**src/sv/grc_pkg.sv**
```systemverilog
// ----------------------------------------------------------------------------
// grc_pkg: shared types and constants for the graph reachability counter
// Widths of the stores and the command and state codes.
// ----------------------------------------------------------------------------
package grc_pkg;
  localparam int NODE_W = 14;
  localparam int MAX_NODES = 16384;
  localparam int MAX_EDGES = 16384;
  localparam int EIDX_W = 14;
  localparam int LINK_W = 15;

  typedef enum logic [1:0] {
    CMD_ADD  = 2'd0,
    CMD_SEED = 2'd1,
    CMD_REPORT = 2'd2,
    CMD_NONE = 2'd3
  } cmd_t;

  typedef enum logic [3:0] {
    ST_INIT,
    ST_IDLE,
    ST_ADD,
    ST_SEED,
    ST_POP,
    ST_POPW,
    ST_HEAD,
    ST_EDGE,
    ST_EDGEW,
    ST_CHECK,
    ST_SCAN,
    ST_SCANW,
    ST_CLEAR,
    ST_OUT
  } state_t;

  // Commands from the controller to the datapath.
  typedef struct packed {
    logic clr_step;     // clear list_head and marked at clr_addr
    logic clr_start;
    logic do_add;       // write the latched edge into the store
    logic in_take;      // latch the beat, read marked and list head at its node
    logic seed_push;    // mark and push the seed
    logic pop_rd;       // pop stack into the node register
    logic head_ld;      // take list head into edge pointer
    logic edge_rd;      // read edge at pointer
    logic dest_rd;      // read marked at edge destination
    logic dest_push;    // mark and push destination, advance pointer
    logic adv;          // advance pointer only
    logic scan_start;
    logic scan_rd;
    logic scan_acc;
    logic out_ld;
  } grc_cmd_t;

  typedef struct packed {
    logic clr_done;
    logic seed_ok;      // seed unmarked
    logic stack_empty;
    logic ptr_null;
    logic dest_ok;      // destination unmarked, stack not full
    logic scan_done;
  } grc_stat_t;
endpackage

```
**src/sv/grc_ctrl.sv**
```systemverilog
// ----------------------------------------------------------------------------
// grc_ctrl: controller of the graph reachability counter
// Sequences clearing, edge loads, walks and the report scan.
// ----------------------------------------------------------------------------
module grc_ctrl
  import grc_pkg::*;
(
  input  logic clk,
  input  logic rst,
  input  logic in_valid,
  output logic in_ready,
  input  logic [1:0] in_command,
  output logic out_valid,
  input  logic out_ready,
  output grc_cmd_t cmd,
  input  grc_stat_t stat
);
  state_t state, state_next;
  cmd_t c;

  assign c = cmd_t'(in_command);

  always_ff @(posedge clk) begin
    if (rst) state <= ST_INIT;
    else state <= state_next;
  end

  always_comb begin
    state_next = state;
    cmd = '0;
    in_ready = 1'b0;
    out_valid = 1'b0;
    unique case (state)
      ST_INIT, ST_CLEAR: begin
        cmd.clr_step = 1'b1;
        if (stat.clr_done) state_next = (state == ST_INIT) ? ST_IDLE : ST_OUT;
      end
      ST_IDLE: begin
        in_ready = 1'b1;
        if (in_valid) begin
          cmd.in_take = 1'b1;
          unique case (c)
            CMD_ADD: state_next = ST_ADD;
            CMD_SEED: state_next = ST_SEED;
            CMD_REPORT: begin
              cmd.scan_start = 1'b1;
              state_next = ST_SCAN;
            end
            default: ;
          endcase
        end
      end
      ST_ADD: begin
        cmd.do_add = 1'b1;
        state_next = ST_IDLE;
      end
      ST_SEED: begin
        if (stat.seed_ok) begin
          cmd.seed_push = 1'b1;
          state_next = ST_POP;
        end else state_next = ST_IDLE;
      end
      ST_POP: begin
        if (stat.stack_empty) state_next = ST_IDLE;
        else begin
          cmd.pop_rd = 1'b1;
          state_next = ST_POPW;
        end
      end
      ST_POPW: begin
        cmd.head_ld = 1'b1;
        state_next = ST_HEAD;
      end
      ST_HEAD, ST_EDGE: begin
        if (stat.ptr_null) state_next = ST_POP;
        else begin
          cmd.edge_rd = 1'b1;
          state_next = ST_EDGEW;
        end
      end
      ST_EDGEW: begin
        cmd.dest_rd = 1'b1;
        state_next = ST_CHECK;
      end
      ST_CHECK: begin
        if (stat.dest_ok) cmd.dest_push = 1'b1;
        else cmd.adv = 1'b1;
        state_next = ST_EDGE;
      end
      ST_SCAN: begin
        if (stat.scan_done) begin
          cmd.clr_start = 1'b1;
          cmd.out_ld = 1'b1;
          state_next = ST_CLEAR;
        end else begin
          cmd.scan_rd = 1'b1;
          state_next = ST_SCANW;
        end
      end
      ST_SCANW: begin
        cmd.scan_acc = 1'b1;
        state_next = ST_SCAN;
      end
      ST_OUT: begin
        out_valid = 1'b1;
        if (out_ready) state_next = ST_IDLE;
      end
      default: state_next = ST_INIT;
    endcase
  end

  a_ready_idle: assert property (@(posedge clk) disable iff (rst)
    in_ready |-> state == ST_IDLE) else $error("ready outside idle");
  a_out_after_clear: assert property (@(posedge clk) disable iff (rst)
    $rose(out_valid) |-> $past(state) == ST_CLEAR) else $error("result before clear");
  a_no_overlap: assert property (@(posedge clk) disable iff (rst)
    !(in_ready && out_valid)) else $error("input taken while result pending");
endmodule

```
**config.mk**
```make
export PLATFORM = sky130hd
export DESIGN_NAME = grc_ctrl
export DESIGN_NICKNAME = d
export VERILOG_FILES = /design/src/sv/grc_pkg.sv /design/src/sv/grc_ctrl.sv
export SDC_FILE = /design/constraint.sdc
export NUM_CORES = 1
export LEC_CHECK = 0
export CORE_AREA = 2 2 39 41
export DETAILED_ROUTE_END_ITERATION = 10
export DIE_AREA = 0 0 41 43
export DONT_BUFFER_PORTS = 1
export GPL_ROUTABILITY_DRIVEN = 0
export HOLD_SLACK_MARGIN = 0.05
export PLACE_DENSITY = 0.66
export SYNTH_ARGS = -nofsm -noshare
export SYNTH_HDL_FRONTEND = slang
export SYNTH_SLANG_ARGS = --single-unit
```
**constraint.sdc**
```tcl
create_clock -name clk -period 1.5 [get_ports clk]
set_input_delay 0.075 -clock clk [delete_from_list [all_inputs] [get_ports clk]]
set_output_delay 0.075 -clock clk [all_outputs]
set_load 0.01 [all_outputs]
```
Word-level counts from Yosys, hierarchy flattened:

Cells that the tools add are included.

* eq/ne operators: 19
* muxes and demuxes: 35
* reductions and logical operators: 5

Operators by type and width (number)
* $pmux 4 s12: 1
* $eq 4x4->1 const B: 6
* $mux 1: 24
* $mux 4: 5
* $eq 4x3->1 const B: 4
* $pmux 4 s3: 1
* $mux 3: 3
* $eq 4x2->1 const B: 2
* $ne 2x2->1 const B: 3
* $eq 4x1->1 const B: 1
* $logic_not 4->1: 1
* $ne 4x1->1 const B: 1
* $reduce_and 4->1: 1
* $reduce_or 2->1: 2
* $eq 2x1->1 const B: 1
* $eq 2x2->1 const B: 1
* $logic_not 2->1: 1
* $mux 2: 1

* bits in registers: 4
* input bits: 12
* output and inout bits: 17
* word-level logic and storage cells: 60

Depth between registers and ports, before layout:

Gate-level depths: netlist (run 1).

* depth after elaboration: 4
* mapped depth: 6
* gate-level depth less buffers: 4

Worst setup path after synthesis (run 1):

OpenSTA, ideal clock, no wires.

* path type: register -> register
* from: register state[1]
* to: register state[2]
* data arrival time: 1.458 ns
* data required time: 1.427 ns
* setup slack: -0.031 ns
* cell stages (with the launch flop): 6
* buffers on the path: 1
* period minus slack after synthesis: 1.531 ns
* cell sequence: dfxtp_1 buf_6 or4b_4 o32a_2 a21bo_1 o22ai_2

* longest elaborated chain between the ends: 4
* elaborated cells on any way between the ends: 24
* those cells by class: eq/ne (17); mux (3); reduce/logical (4)

RTL lines
* start: declaration: RTL line grc_ctrl.sv:18 `state_t state, state_next;`
* start signal: assignment: RTL line grc_ctrl.sv:25 `else state <= state_next;`
* $logic_not 4->1 / $eq 4x4->1 (equally long branches): RTL line grc_ctrl.sv:33, grc_ctrl.sv:36
* $mux 4 / $reduce_or 2->1 (equally long branches): RTL line grc_ctrl.sv:36, grc_ctrl.sv:33
* $mux 4 / $ne 2x2->1 (equally long branches)
* $pmux 4 s12 / $reduce_and 4->1 (equally long branches)

Several ways; a longest one is shown, not always the timed one. The select of a mux whose other input is x is not followed.
A chain may end at the register's enable or synchronous reset.

==> results of run 1 <==
## power groups by stage
| stage | clock network, mW | registers (mW) | logic, mW |
|---|---|---|---|
| 2_1_floorplan | 0 | 0.123 | 0.170 |
| 3_3_place_gp | 0 | 0.126 | 0.249 |
| 3_5_place_dp | 0 | 0.127 | 0.252 |
| 4_1_cts | 0.134 | 0.126 | 0.278 |
| 5_1_grt | 0.147 | 0.128 | 0.338 |
| 6_report | 0.134 | 0.127 | 0.308 |
## routing by layer
metal,track usage,vias to the layer above
met3,0.0733,9
li1,-,319
met2,0.319,25
met1,0.248,315
met5,0,-
met4,0.113,0
## cells by family (layout without fill, tap and decap cells)
kind of cell | count (synthesis) | in the layout
AO/OA/AOI/OAI | 20 | 20
buffers and inverters | 13 | 33
flip-flops | 4 | 4
AND/OR/NAND/NOR | 37 | 37
## through the flow
step	setup slack, ns	std cells	setup TNS (ns)
after global routing	-0.0925	110	-0.357
after global placement	0.0111	103	0
after CTS	-0.0706	109	-0.0789
final	-0.0423	110	-0.0434
after floorplan	-0.00819	74	-0.00819
after detailed placement	-0.0277	103	-0.0454
## synthesized netlist by cell type, drive strengths merged (3+ instances only)
| cell type | instances |
|---|---|
| buf | 4 |
| nor3 | 6 |
| a21oi | 4 |
| dfxtp | 4 |
| nor2 | 7 |
| nand3b | 3 |
| nand2 | 4 |
| inv | 5 |
| nand2b | 3 |
| clkbuf | 4 |
## timing repair
action	CTS	global route
hold buffers	1	1
gates resized for setup	13	13
endpoints found under the setup margin	6	13
setup buffers	2	0
pin swaps	2	3
endpoints found under the hold margin	3	1
## how the worst max path moves through the flow
| stage | start | endpoint | slack, ns | cells after the start |
|---|---|---|---|---|
| 2_1_floorplan | state[1]$_SDFFE_PP0P_ | state[2]$_SDFFE_PP0P_ | -0.008 | 5 |
| 3_3_place_gp | state[2]$_SDFFE_PP0P_ | state[2]$_SDFFE_PP0P_ | 0.01 | 4 |
| 3_5_place_dp | state[2]$_SDFFE_PP0P_ | state[3]$_SDFFE_PP0P_ | -0.03 | 4 |
| 4_1_cts | state[3]$_SDFFE_PP0P_ | cmd[3] | -0.07 | 4 |
| 5_1_grt | state[3]$_SDFFE_PP0P_ | cmd[3] | -0.09 | 4 |
| 6_report | state[2]$_SDFFE_PP0P_ | cmd[3] | -0.04 | 4 |
## worst max-delay path, stage by stage (launching register included)
cell and delay (ns):
dfxtp_2 0.33, or4b_4 0.53, buf_6 0.14, nor3_4 0.12
buf_6 0.12
## area by class of cell
cell class | instances | area share
repair buffers | 25 | 0.253
multi-input cells | 57 | 0.573
flip-flops and latches | 4 | 0.100
inverters | 5 | 0.0225
well taps | 16 | 0.0240
clock buffers | 3 | 0.0269
==> impl_metrics.env, run 1 <==
export IMPL_switching_share=0.367
export IMPL_fin_nets=108
export IMPL_synth_top_family_by_area="simple AND/OR/NAND/NOR gates"
export IMPL_worst_slew_pin_slew_ns=0.382
export IMPL_core_um2=1380
export IMPL_totalPowerFinal_mw=0.570
export IMPL_drt_iter0_drc=11
export IMPL_clockRootBuffer="clkbuf_4"
export IMPL_antenna_found_initial=0
export IMPL_layout_common_cells="buf_4, nor2_1, buf_6"
export IMPL_largestRegisters="state (4)"
export IMPL_leakage_nw=0.333
export IMPL_multiInputGateArea_um2=479
export IMPL_cts_made_buffers=3
export IMPL_path_max_fanout=4
export IMPL_synthMuxAreaShare=0
export IMPL_yosys_register_bits=4
export IMPL_boundaryPins=29
export IMPL_largest_reg_flops=4
export IMPL_start_util=0.381
export IMPL_dr_pass1_iters=4
export IMPL_vias_per_cell=6.07
export IMPL_relSlewSlack=0.745
export IMPL_setup_violations=2
export IMPL_wirelength_um=1690
export IMPL_final_common_cell="buf_4"
export IMPL_grt_overflow_total=0
export IMPL_fillers=118
export IMPL_status="finished with violations"
export IMPL_worstHoldStart="stat[5]"
export IMPL_vias=668
export IMPL_grt_pass1_vias=580
export IMPL_drc=0
export IMPL_dieHeight_um=43
export IMPL_cts_buffer_depth=2
export IMPL_max_freq_mhz=648
export IMPL_largest_register="state"
export IMPL_wl_per_cell_um=15.4
export IMPL_track_usage=0.211
export IMPL_hold_viol=0
export IMPL_post_route_cell_area_um2=836
export IMPL_r2r_end="state[2]$_SDFFE_PP0P_"
export IMPL_synth_edf_count=0
export IMPL_required_ns=1.42
export IMPL_ys_types=39
export IMPL_ys_seq_area_frac=0.152
export IMPL_yosysWarnings=0
export IMPL_drv_cap=0
export IMPL_r2r_cells=5
export IMPL_power_switching_mw=0.209
export IMPL_regArea_um2=83.8
export IMPL_rsz0062_at_grt="yes"
export IMPL_synth_top_area_share=0.152
export IMPL_cts_max_level=1
export IMPL_synthSimpleGateAreaFrac=0.432
export IMPL_worst_hold_slack_ns=0.157
export IMPL_port_buffers=0
export IMPL_synthArstFlopShare=0
export IMPL_antenna_left=0
export IMPL_internal_power_mw=0.360
export IMPL_cp_data_arrival_time_ns=1.47
export IMPL_synthAdderAreaFrac=0
export IMPL_drive_above_1_share=0.489
export IMPL_dpl_cell_area_um2=672
export IMPL_syn_area_um2=527
export IMPL_dieWidth_um=41
export IMPL_top_layer="met4"
export IMPL_syn_nets=86
export IMPL_synth_compound_area_frac=0.297
export IMPL_die_area_um2=1760
export IMPL_hold_end="state[3]$_SDFFE_PP0P_"
export IMPL_cts_tree="done"
export IMPL_path_clk_slew_ns=0.04
export IMPL_num_rows=14
export IMPL_reg2reg_from="state[2]$_SDFFE_PP0P_"
export IMPL_timing_final_ws_setup_ns=-0.0423
export IMPL_final_util=0.604
export IMPL_slew_viol_final=0
export IMPL_hold_path_class="primary input to flop"
export IMPL_p_seq_frac=0.224
export IMPL_syn_area_per_cell_um2=7.12
export IMPL_clock_sinks=4
export IMPL_wl_met2_um=854
export IMPL_diodes=0
export IMPL_fin_skew_ns=0.000788
export IMPL_syn_inst=74
export IMPL_ir_worst_vdd_uv=313
export IMPL_dp_hpwl_um=1160
export IMPL_ys_flop_type="dfxtp_1"
export IMPL_grt_max_degree=17
export IMPL_drt_met1_wl_um=667
export IMPL_dr_wl_met3_um=91
export IMPL_rrSetupSlack_ns=0
export IMPL_post_route_period_util=1.03
export IMPL_power_density_nw_per_um2=681
export IMPL_pwr_share_clk=0.235
export IMPL_synth_top_area_cell="dfxtp_1"
export IMPL_critPathCaptureType="output pin"
export IMPL_layout_min_cycle_time_ns=1.54
export IMPL_synth_xor_area_frac=0
export IMPL_combPwrFrac=0.541
export IMPL_crit_type="flop to output pin"
export IMPL_grt_first_pass_wirelength_um=2520
export IMPL_clkLatencyLatePin_ns=0.24
export IMPL_hold_path_depth=3
export IMPL_area_growth_pct=58.7
export IMPL_yosys_top_cells_area="dfxtp_1, nor3_1, nor2_1, nand3b_1, a21oi_1"
export IMPL_violations="negative setup slack"
export IMPL_startpoint_type="flop"
(Power assumes the default switching activity.)
==> run 2: changes to the inputs <==
--- a/config.mk
+++ b/config.mk
@@ -12,6 +12,7 @@
 export GPL_ROUTABILITY_DRIVEN = 0
 export HOLD_SLACK_MARGIN = 0.05
 export PLACE_DENSITY = 0.66
+export SETUP_SLACK_MARGIN = 0.4
 export SYNTH_ARGS = -nofsm -noshare
 export SYNTH_HDL_FRONTEND = slang
 export SYNTH_SLANG_ARGS = --single-unit
==> run 2 against run 1 <==
The flow still finishes with violations (negative setup slack). Design area up 29%. Core utilization up 17 points. Worst hold slack worse by 0.097 ns. Clock-buffer cell count unchanged. Combinational power up 41%. Clock skew up 0.0025 ns. Critical path depth unchanged. Largest power group unchanged. Highest routed layer unchanged.
==> impl_metrics.env, run 2 (synthesis gave the netlist of run 1 again) <==
export IMPL_post_route_period_util=1.06
export IMPL_dieHeight_um=43
export IMPL_ir_worst_vdd_uv=400
export IMPL_fin_nets=113
export IMPL_drt_iter0_drc=19
export IMPL_cp_data_arrival_time_ns=1.74
export IMPL_max_freq_mhz=631
export IMPL_vias=735
export IMPL_crit_type="flop to flop"
export IMPL_fin_setup_tns_ns=-0.347
export IMPL_grt_max_degree=9
export IMPL_drive_above_1_share=0.657
export IMPL_final_common_cell="buf_4"
export IMPL_diodes=0
export IMPL_power_density_nw_per_um2=652
export IMPL_clock_sinks=4
export IMPL_grt_first_pass_wirelength_um=3450
export IMPL_violations="negative setup slack"
export IMPL_antenna_left=0
export IMPL_fin_skew_ns=0.00333
export IMPL_timing_final_ws_setup_ns=-0.0842
export IMPL_totalPowerFinal_mw=0.701
export IMPL_stdcell_count=115
export IMPL_track_usage=0.283
export IMPL_area_growth_pct=104
export IMPL_vias_per_cell=6.39
export IMPL_relSlewSlack=0.741
export IMPL_drv_cap=0
export IMPL_largest_register="state"
export IMPL_layout_min_cycle_time_ns=1.58
export IMPL_largestRegisters="state (4)"
export IMPL_port_buffers=0
export IMPL_hold_viol=0
export IMPL_hold_path_class="primary input to flop"
export IMPL_dp_hpwl_um=1270
export IMPL_worst_hold_slack_ns=0.0602
export IMPL_cts_max_level=1
export IMPL_leakage_nw=0.408
export IMPL_dp_cells=100
export IMPL_dr_pass1_iters=4
export IMPL_wl_per_cell_um=20.1
export IMPL_rsz0062_at_grt="yes"
export IMPL_grt_pass1_vias=772
export IMPL_path_max_fanout=5
export IMPL_wirelength_um=2310
export IMPL_core_um2=1380
export IMPL_die_area_um2=1760
export IMPL_num_rows=14
export IMPL_worst_slew_pin_slew_ns=0.385
export IMPL_layout_common_cells="buf_4, nor2_4, buf_6"
export IMPL_critPathCaptureType="flop"
export IMPL_path_clk_slew_ns=0.04
export IMPL_clkLatencyLatePin_ns=0.23
export IMPL_grt_overflow_total=0
export IMPL_dieWidth_um=41
export IMPL_cts_tree="done"
export IMPL_cts_buffer_depth=2
export IMPL_largest_reg_flops=4
export IMPL_startpoint_type="flop"
export IMPL_status="finished with violations"
export IMPL_clockRootBuffer="clkbuf_4"
export IMPL_antenna_found_initial=0
export IMPL_cts_made_buffers=3
export IMPL_start_util=0.381
export IMPL_setup_violations=6
export IMPL_required_ns=1.65
export IMPL_slew_viol_final=0
export IMPL_boundaryPins=29
export IMPL_drc=0
-- run 2: cell types whose count changed in the layout (fill, tap and decap cells not counted), sizes merged --
cell / previous run / this run
bufbuf: 0 / 1
dlygate4sd3: 2 / 1
buf: 23 / 28
-- run 2: cell type report --
type                       instances  area [um^2]
clock buffer                       3         22.5
fill                              90          308
inverter                           5         23.8
multi-input combinational         57          617
sequential                         4         88.8
tap                               16         20.0
timing repair buffer              30          304
-- run 2: routing by layer --
| metal | part of all wire | vias up | global-route usage | routed length, um |
|---|---|---|---|---|
| met5 | 0 | - | 0 | 0 |
| met4 | 0.023 | 0 | 0.120 | 53 |
| met3 | 0.076 | 8 | 0.0733 | 176 |
| met2 | 0.54 | 46 | 0.469 | 1240 |
| met1 | 0.36 | 351 | 0.320 | 839 |
| li1 | - | 330 | - | - |
-- run 2: through the flow --
| step | setup slack (ns) | instance area, um^2 | util |
|---|---|---|---|
| 2_1_floorplan | -0.00776 | 587 | - |
| 3_3_place_gp | -0.0311 | 694 | 0.502 |
| 3_5_place_dp | -0.0721 | 694 | 0.502 |
| 4_1_cts | -0.0568 | 1040 | 0.752 |
| 5_1_grt | -0.117 | 1080 | 0.778 |
| 6_report | -0.0842 | 1080 | 0.778 |
-- run 2: worst paths after layout --
check | start | end | slack, ns | depth (start not counted)
worst max register to register | state[3]$_SDFFE_PP0P_ | state[3]$_SDFFE_PP0P_ | -0.08 | 4
worst min register to register | state[3]$_SDFFE_PP0P_ | state[3]$_SDFFE_PP0P_ | 0.73 | 3
worst max-delay path | state[3]$_SDFFE_PP0P_ | state[3]$_SDFFE_PP0P_ | -0.08 | 4
worst min-delay path | rst | state[1]$_SDFFE_PP0P_ | 0.06 | 1
-- run 2: worst max-delay path, cell delays in order, from the launching register on --
cell and delay [ns]:
dfxtp_4 0.35, or4b_4 0.55, o32a_4 0.23, a21bo_1 0.22, a21oi_2 0.15
-- run 2: what timing repair did --
item | in CTS | in global routing
hold endpoints to repair | 3 | 0
hold buffers | 1 | 0
gates cloned | 2 | 0
buffers inserted | 9 | 0
endpoints found under the setup margin | 21 | 21
resized for setup | 46 | 8
pin swaps | 11 | 2
-- run 2: where the power goes --
part | total (mW) | internal (mW) | switching (mW)
Sequential | 0.131 | 0.116 | 0.0150
Clock | 0.137 | 0.0897 | 0.0470
Combinational | 0.433 | 0.218 | 0.216
Total | 0.701 | 0.424 | 0.278
==> run 3: changes to the inputs <==
--- a/config.mk
+++ b/config.mk
@@ -5,9 +5,8 @@
 export SDC_FILE = /design/constraint.sdc
 export NUM_CORES = 1
 export LEC_CHECK = 0
-export CORE_AREA = 2 2 39 41
+export CORE_UTILIZATION = 40
 export DETAILED_ROUTE_END_ITERATION = 10
-export DIE_AREA = 0 0 41 43
 export DONT_BUFFER_PORTS = 1
 export GPL_ROUTABILITY_DRIVEN = 0
 export HOLD_SLACK_MARGIN = 0.05
==> run 3 against run 2 <==
The run still ends with negative setup slack left. Cell count shrank 1.7%. Clock power rose by 10%. Sequential power barely moved. First-iteration DRC count increased by 84%. Fmax fell by 5.9%. Worst hold slack improved by 0.0067 ns. Setup slack lost 0.10 ns. Via count rose by 9.8%. Core utilization rose by 19 points. Clock-buffer cell count did not move. Critical endpoint is now state[2]$_SDFFE_PP0P_. Largest power group unchanged.
==> impl_metrics.env, run 3 (synthesis gave the netlist of run 1 again) <==
export IMPL_status="finished with violations"
export IMPL_violations="negative setup slack"
export IMPL_dieHeight_um=38.3
export IMPL_clock_sinks=4
export IMPL_critPathCaptureType="flop"
export IMPL_post_route_period_util=1.12
export IMPL_num_rows=12
export IMPL_drc=0
export IMPL_slew_viol_final=0
export IMPL_area_growth_pct=115
export IMPL_worst_slew_pin_slew_ns=0.559
export IMPL_rrSetupSlack_ns=-0.18
export IMPL_timing_final_ws_setup_ns=-0.184
export IMPL_grt_pass1_vias=729
export IMPL_max_freq_mhz=594
export IMPL_dp_hpwl_um=1200
export IMPL_cts_buffer_depth=2
export IMPL_dr_pass1_iters=4
export IMPL_r2r_cells=7
export IMPL_worst_hold_slack_ns=0.0669
export IMPL_dpl_cell_area_um2=677
export IMPL_post_place_ws_ns=-0.0500
export IMPL_final_common_cell="buf_4"
export IMPL_power_density_nw_per_um2=670
export IMPL_cts_made_buffers=3
export IMPL_layout_common_cells="buf_4, buf_6, nor2_4"
export IMPL_antenna_left=0
export IMPL_vias=807
export IMPL_grt_overflow_total=0
export IMPL_die_area_um2=1470
export IMPL_drv_cap=0
export IMPL_wl_per_cell_um=23.8
export IMPL_antenna_found_initial=0
export IMPL_path_max_fanout=4
export IMPL_core_um2=1170
export IMPL_post_route_cell_area_um2=1130
export IMPL_drive_above_1_share=0.687
export IMPL_required_ns=1.60
export IMPL_hold_path_depth=1
export IMPL_worstHoldStart="rst"
export IMPL_dieWidth_um=38.3
export IMPL_port_buffers=0
export IMPL_grt_max_degree=10
export IMPL_cts_max_level=1
export IMPL_fin_nets=113
export IMPL_vias_per_cell=7.14
export IMPL_reg2reg_from="state[3]$_SDFFE_PP0P_"
export IMPL_clockRootBuffer="clkbuf_4"
export IMPL_relSlewSlack=0.623
export IMPL_fin_skew_ns=0.00461
export IMPL_leakage_nw=0.410
export IMPL_cts_tree="done"
export IMPL_drt_iter0_drc=35
export IMPL_clkLatencyLatePin_ns=0.25
export IMPL_start_util=0.450
export IMPL_hold_viol=0
export IMPL_crit_type="flop to flop"
export IMPL_setup_violations=8
export IMPL_ir_worst_vdd_uv=656
export IMPL_hold_path_class="primary input to flop"
export IMPL_rsz0062_at_grt="yes"
export IMPL_cp_data_arrival_time_ns=1.79
export IMPL_startpoint_type="flop"
export IMPL_path_clk_slew_ns=0.04
export IMPL_largest_register="state"
export IMPL_grt_first_pass_wirelength_um=3520
export IMPL_wirelength_um=2690
export IMPL_diodes=0
export IMPL_hold_end="state[1]$_SDFFE_PP0P_"
export IMPL_largestRegisters="state (4)"
export IMPL_r2r_end="state[2]$_SDFFE_PP0P_"
export IMPL_totalPowerFinal_mw=0.760
export IMPL_boundaryPins=29
export IMPL_layout_min_cycle_time_ns=1.68
export IMPL_largest_reg_flops=4
export IMPL_track_usage=0.359
-- run 3: cell types whose count changed in the layout (fill, tap and decap cells not counted), sizes merged --
cell	delta
buf	+1
bufbuf	-1
clkinv	+1
inv	-1
-- run 3: worst max-delay path by stage --
stage,from,end,slack [ns],cells after the start
2_1_floorplan,state[1]$_SDFFE_PP0P_,state[2]$_SDFFE_PP0P_,-0.008,5
3_3_place_gp,state[2]$_SDFFE_PP0P_,state[3]$_SDFFE_PP0P_,-0.01,4
3_5_place_dp,state[2]$_SDFFE_PP0P_,state[3]$_SDFFE_PP0P_,-0.05,4
4_1_cts,state[3]$_SDFFE_PP0P_,cmd[3],-0.10,4
5_1_grt,state[3]$_SDFFE_PP0P_,state[2]$_SDFFE_PP0P_,-0.20,7
6_report,state[3]$_SDFFE_PP0P_,state[2]$_SDFFE_PP0P_,-0.18,7
-- run 3: layout make-up --
type | count | area, um^2
Clock buffer | 3 | 22.5
Fill cell | 21 | 37.5
Inverter | 5 | 31.3
Multi-Input combinational cell | 57 | 653
Sequential cell | 4 | 88.8
Tap cell | 14 | 17.5
Timing Repair Buffer | 30 | 320
-- run 3: what timing repair did --
action                     4_1_cts  5_1_grt
buffers inserted                 9        4
hold buffers                     1        0
gates resized for setup         53       16
setup endpoints to repair       21       21
pin swaps                       12       10
hold endpoints to repair         3        0
-- run 3: power breakdown --
part	switching [mW]	internal [mW]
clock	0.0603	0.0906
combinational	0.247	0.230
sequential	0.0154	0.116
-- run 3: critical path, stage by stage, from the launching register on --
cell and delay, ns:
dfxtp_4 0.36, buf_6 0.13, buf_8 0.13, buf_4 0.15
nand4b_1 0.13, a21oi_1 0.13, a221oi_1 0.35, o22ai_2 0.17
-- run 3: routing by layer --
layer / track usage / part of all wire / vias to the layer above
met5: 0 / 0 / -
met4: 0.143 / 0.073 / 0
met3: 0.0581 / 0.12 / 31
met2: 0.648 / 0.48 / 76
met1: 0.411 / 0.32 / 368
li1: - / - / 332
-- run 3: stage by stage --
step | cells | TNS [ns] | util
after global placement | 96 | -0.0153 | 0.578
after global routing | 113 | -0.979 | 0.968
after CTS | 109 | -0.224 | 0.844
after floorplan | 74 | -0.0147 | -
after detailed placement | 96 | -0.0939 | 0.578
final | 113 | -0.811 | 0.968
